File: src/rtl/q2e_pkg.sv
// ----------------------------------------------------------------------------
// q2e_pkg
// Types and constants shared by the quaternion to Euler angle converter.
// ----------------------------------------------------------------------------
package q2e_pkg;

  localparam int AW = 35;          // component width in units of 2^-30
  localparam int TAB_LEN = 24;
  localparam int SQ_STEPS = 31;    // result bits of the square root

  typedef struct packed {
    logic signed [15:0] quat_x;
    logic signed [15:0] quat_y;
    logic signed [15:0] quat_z;
    logic signed [15:0] quat_w;
  } q2e_in_t;

  typedef struct packed {
    logic signed [15:0] roll_angle;
    logic signed [15:0] pitch_angle;
    logic signed [15:0] yaw_angle;
    logic               pitch_clamped;
  } q2e_out_t;

  // one CORDIC vector in flight
  typedef struct packed {
    logic signed [AW-1:0] x;
    logic signed [AW-1:0] y;
    logic [31:0]          acc;
    logic                 zero;
  } q2e_vec_t;

  // square root working state
  typedef struct packed {
    logic [61:0] rem;
    logic [61:0] res;
    logic signed [AW-1:0] s;
    logic                 clamp;
  } q2e_sq_t;

  function automatic logic [31:0] atan_entry(input int i);
    logic [31:0] t [TAB_LEN] = '{
      32'h20000000, 32'h12E4051E, 32'h09FB385B, 32'h051111D4,
      32'h028B0D43, 32'h0145D7E1, 32'h00A2F61E, 32'h00517C55,
      32'h0028BE53, 32'h00145F2F, 32'h000A2F98, 32'h000517CC,
      32'h00028BE6, 32'h000145F3, 32'h0000A2FA, 32'h0000517D,
      32'h000028BE, 32'h0000145F, 32'h00000A30, 32'h00000518,
      32'h0000028C, 32'h00000146, 32'h000000A3, 32'h00000051};
    return t[i];
  endfunction

  function automatic q2e_vec_t vec_start(input logic signed [AW-1:0] y,
                                         input logic signed [AW-1:0] x);
    q2e_vec_t v;
    v.zero = (x == '0) && (y == '0);
    if (x < 0) begin
      v.x = -x;
      v.y = -y;
      v.acc = 32'h80000000;
    end else begin
      v.x = x;
      v.y = y;
      v.acc = '0;
    end
    return v;
  endfunction

  function automatic logic [15:0] angle_out(input q2e_vec_t v);
    logic [31:0] a;
    a = v.acc + 32'h8000;
    return v.zero ? 16'h0 : a[31:16];
  endfunction

endpackage

File: src/rtl/q2e_sqrt_cell.sv
// ----------------------------------------------------------------------------
// q2e_sqrt_cell
// One restoring square root bit of the pitch cosine, registered.
// ----------------------------------------------------------------------------
module q2e_sqrt_cell
  import q2e_pkg::*;
#(
  parameter int STEP = 0
) (
  input  logic    clk,
  input  logic    en,
  input  q2e_sq_t sin_i,
  input  logic [1:0][15:0] side_in,
  output q2e_sq_t sout,
  output logic [1:0][15:0] side_out
);
  localparam logic [61:0] BIT = 62'd1 << (2 * (SQ_STEPS - 1 - STEP));
  q2e_sq_t s_nxt;

  always_comb begin
    s_nxt = sin_i;
    if (sin_i.rem >= sin_i.res + BIT) begin
      s_nxt.rem = sin_i.rem - (sin_i.res + BIT);
      s_nxt.res = (sin_i.res >> 1) + BIT;
    end else begin
      s_nxt.res = sin_i.res >> 1;
    end
  end

  always_ff @(posedge clk) begin
    if (en) begin
      sout <= s_nxt;
      side_out <= side_in;
    end
  end
endmodule

File: config.mk
export PLATFORM = sky130hd
export DESIGN_NAME = q2e_sqrt_cell
export DESIGN_NICKNAME = d
export VERILOG_FILES = /design/src/rtl/q2e_pkg.sv /design/src/rtl/q2e_sqrt_cell.sv
export SDC_FILE = /design/constraint.sdc
export NUM_CORES = 1
export LEC_CHECK = 0
export BUFFER_PORTS_ARGS = -buffer_cell sky130_fd_sc_hd__buf_2
export CAP_MARGIN = 20
export CORE_ASPECT_RATIO = 1.2
export CORE_MARGIN = 2
export CORE_UTILIZATION = 35
export DETAILED_ROUTE_END_ITERATION = 16
export PLACE_DENSITY_LB_ADDON = 0.25
export SYNTH_ARGS = -nofsm -noshare
export SYNTH_HDL_FRONTEND = slang
export SYNTH_SLANG_ARGS = --single-unit
File: constraint.sdc
create_clock -name clk -period 5.1 [get_ports clk]
set_clock_uncertainty 0.2 [all_clocks]
set_input_delay 0.51 -clock clk [delete_from_list [all_inputs] [get_ports clk]]
set_output_delay 0.51 -clock clk [all_outputs]
set_load 0.03 [all_outputs]
Word-level counts from Yosys, hierarchy flattened
Index checks and enable logic that the tools add are counted.

storage, ports and cells
  register bits = 192
  input bits = 194
  output and inout bits = 192

cells by class
  $add $sub $neg = 3
  $lt $le $gt $ge = 1
  multiplexer cells = 2

operators with widths
  operator                  count
  $add A61 B61 Y62 const B  1
  $add A62 B61 Y62 const B  1
  $ge A62 B62 Y1            1
  $mux W62                  1
  $sub A62 B62 Y62          1
  $mux W61                  1

Depth between registers and ports, before layout
  word-level depth = 3
  mapped depth = 14

Worst setup path after synthesis
No wires, ideal clock.

  path kind = input port to flip-flop
  start = input sin_i[38] in the netlist's numbering
  end = register sout[103] in the netlist's numbering, data pin
  required time = 4640 ps
  path slack = 1327 ps
  buffers on the path = 1
  setup time = 260 ps
  cell stages on the path = 13
  arrival = 3313 ps
  cells stage by stage = inv_1 ha_1 nor2b_4 o21bai_1 a21oi_1 o31a_2 o2111ai_2 a21oi_2 a31oi_4 o21ai_2 a211oi_4 buf_6 mux2_4

RTL lines
  element               RTL line             source
  start, declared       q2e_sqrt_cell.sv:12  input q2e_sq_t sin_i,
  end signal, assigned  q2e_sqrt_cell.sv:32  sout <= s_nxt;
  end, declared         q2e_sqrt_cell.sv:14  output q2e_sq_t sout,

==> results.md <==
- Remaining DRCs: 0
- Max_cap viols: 0
- Syn nets: 1147
- Period utilization: 0.810
- Layout area overhead: 25.2%
- Vias in the first global route: around 8200
- Final Net Count: between 1500 and 2000
- Critical-path top delay cell: o31ai_1
- Bufs on Longest Clock Path: 2
- Final wirelength: 31700 µm
- Fmax: around 240 MHz
- # fillers: 2952
- Synth top area share: 0.528
- Multi-input logic area: 4550 µm²
- Die height: 198 µm
- Clock buffer count from CTS: 17
- Leading cell types in the layout, fill and taps excluded: buf_2 (384), edfxtp_1 (192), a21oi_1 (82)
- Worst Setup EP: sout[153]
- Share of layout cells above drive strength 1: 0.393
- CP most frequent cell: a21oi_1
- Avg Synthesized Cell Area: roughly 12 µm²
- Commonest non-fill, non-tap cell in the layout: buf_2
- Pint: between 3 and 4 mW
- CTS tree: done
- Final GP Congestion: around 0.87
- Top FF cell, synth: edfxtp_1
- Critical path startpoint category: input port
- Initial antenna violation count: 6
- Via count: around 8200
- Die area: between 30000 and 40000 µm²
- CP max FO: 5
- Final Setup Violations: 0
- Overall Global Routing Usage: 0.187
- Synth Instances: 890
- Leading cell types by total area after synthesis: edfxtp_1 (53%), mux2_4 (7.6%), ha_1 (7.1%), a21oi_1 (3.8%), xnor2_1 (3.1%)
- Post-CTS Setup Repair Bufs: 0
- RSZ-0062 raised after global routing: false
- Switching pwr: ~1.6 mW
- Largest net degree at the start of global routing: roughly 120
- Slew at the pin closest to its max-slew limit: 1.07 ns
- Vias per cell: between 4 and 5
- Synthesized flop and latch total: approximately 190
- Core area: around 30000 µm²
- Synth Cell Area: approximately 11000 µm²
- Hold Buf Count CTS: 0
- CP startpoint: sin_i[38]
- CTS root buffer: clkbuf_16
- Logic pwr share: 0.293
- Worst path required time: between 5 and 6 ns
- DRT iter0 DRCs: approximately 550
- Max Slew Vio Count: 0
- Avg WL per Cell: around 19 µm
- Reg power frac: 0.419
- Tmin final: roughly 4.1 ns
- WP data arrival: approximately 4.1 ns
- First-pass GRT wire length: between 40000 and 50000 µm
- Seq. cell area: between 5000 and 6000 µm²
- Hold crit path type: in -> reg
- Post-CTS resize count: 0
- Hold depth: 1
- Final Hold Fails: 0
- Overall Power: roughly 4.7 mW
- Sw Ratio: 0.338
- Status: completed
- Leakage: ~6.2 nW
- Overflow after GRT: 0
- Seq/Total Area, Yosys: 0.528
- Post-synthesis cell type count: 68
- Sink Count: ~190
- PD cells: approximately 340 nW/µm²
- Max VDD drop: approximately 0.20 mV
- Share of synthesized registers carrying an async set or reset: 0
- Post-route setup TNS: 0 ns
- Crit-path cells: buf_2, inv_1, ha_1, a21oi_1, a211oi_1, o2111ai_1, a21oi_1, a31oi_1, o31a_1, o31ai_1, a21boi_0, xnor2_1, mux2_4
- Routed Antenna Nets: 0
- H-tree depth: 4
- Top Ports: between 300 and 400
- Row cnt: 70
- Largest area contributor in the netlist: edfxtp_1
- Number of synthesized flops with an enable pin: around 190
- Detailed placement HPWL: ~25000 µm
- WS Path Type: in -> reg
- Port Buffers: about 390
- Yosys warns: 0
- Clock share of power: 0.288
- Relative max-transition margin: 0.288
- Die Wd: around 170 µm
- Critical Path End Type: flip-flop
- Effective utilization at floorplan: 0.357
- Clock-pin slew on the worst setup and hold paths: about 0.080 ns
- Drt pass-1 iters: 5
- Critical Path Max Stage Delay: 0.51 ns
-- cell families (layout without fill, tap and decap cells) --
| kind of cell | Yosys count | count (layout) | share of synthesized area |
|---|---|---|---|
| flip-flops | 192 | 192 | 0.528 |
| AND/OR/NAND/NOR | 172 | 172 | 0.0760 |
| other | 0 | 2 | 0 |
| multiplexers | 62 | 62 | 0.0825 |
| AO/OA/AOI/OAI | 230 | 230 | 0.136 |
| XOR/XNOR | 61 | 61 | 0.0489 |
| adder cells (fa/ha/maj) | 63 | 63 | 0.0729 |
| buffers and inverters | 110 | 495 | 0.0558 |
-- layout make-up --
type | instances | area share
Clock buffer | 18 | 0.0314
Sequential cell | 192 | 0.422
Antenna cell | 2 | 0.000366
Inverter | 74 | 0.0203
Clock inverter | 14 | 0.0119
Timing Repair Buffer | 389 | 0.146
Tap cell | 396 | 0.0362
Multi-Input combinational cell | 588 | 0.332
-- Yosys cell counts (6+ instances only) --
| cell | count |
|---|---|
| edfxtp_1 | 192 |
| a21oi_1 | 82 |
| nand4_1 | 20 |
| xor2_1 | 22 |
| a21boi_0 | 6 |
| ha_1 | 62 |
| buf_6 | 12 |
| buf_4 | 9 |
| nand2_1 | 63 |
| xnor2_1 | 39 |
| o21ai_0 | 43 |
| nor3_1 | 9 |
| a21o_1 | 26 |
| inv_1 | 74 |
| o21bai_1 | 11 |
| o211ai_1 | 8 |
| a31oi_1 | 11 |
| nor2_1 | 34 |
| mux2_4 | 55 |
| nand3_1 | 11 |
| a211oi_1 | 6 |
| o21a_1 | 7 |
-- critical path, delay by kind of cell --
kind	cells	cell delay (ns)
AO/OA/AOI/OAI	8	2.68
adder cells (fa/ha/maj)	1	0.36
multiplexers	1	0.27
XOR/XNOR	1	0.17
buffers and inverters	2	0.14
-- worst min path at each step --
stage	slack (ns)	from	endpoint
6_report	0.04	sin_i[11]	sout[11]
5_1_grt	0.005	side_in[28]	side_out[28]
4_1_cts	0.01	side_in[28]	side_out[28]
3_5_place_dp	0.49	sin_i[26]	sout[26]
3_3_place_gp	0.49	sin_i[20]	sout[20]
2_1_floorplan	0.41	side_in[0]	side_out[0]
-- sequential cells by signal, summed over array words and instances, names as in the netlist --
name,count
side_out,32
sout,160
-- per-layer routing --
metal	vias up	part of all wire	wire length [µm]	track usage
li1	4036	-	-	-
met1	3883	0.40	12500	0.213
met2	272	0.52	16400	0.339
met3	30	0.073	2310	0.0514
met4	8	0.012	380	0.0502
met5	-	0.0017	55	0
-- per-stage QoR --
step / hold slack (ns) / std cells / setup slack (ns) / area, µm² / utilization
2_1_floorplan: 0.409 / 890 / 1.33 / 10900 / -
3_3_place_gp: 0.486 / 1639 / 0.570 / 13100 / 0.428
3_5_place_dp: 0.488 / 1639 / 0.586 / 13100 / 0.428
4_1_cts: 0.0134 / 1671 / 1.04 / 13700 / 0.447
5_1_grt: 0.00481 / 1673 / 0.820 / 13700 / 0.447
6_report: 0.0366 / 1673 / 0.970 / 13700 / 0.447
-- power by group through the flow --
| stage | clock [mW] | combinational (mW) | sequential (mW) |
|---|---|---|---|
| floorplan | 0 | 0.649 | 2.35 |
| global placement | 0 | 1.38 | 2.01 |
| detailed placement | 0 | 1.39 | 2.01 |
| CTS | 1.40 | 1.39 | 1.98 |
| global route | 1.45 | 1.48 | 1.99 |
| finish | 1.36 | 1.38 | 1.97 |
(Power assumes the default switching activity.)
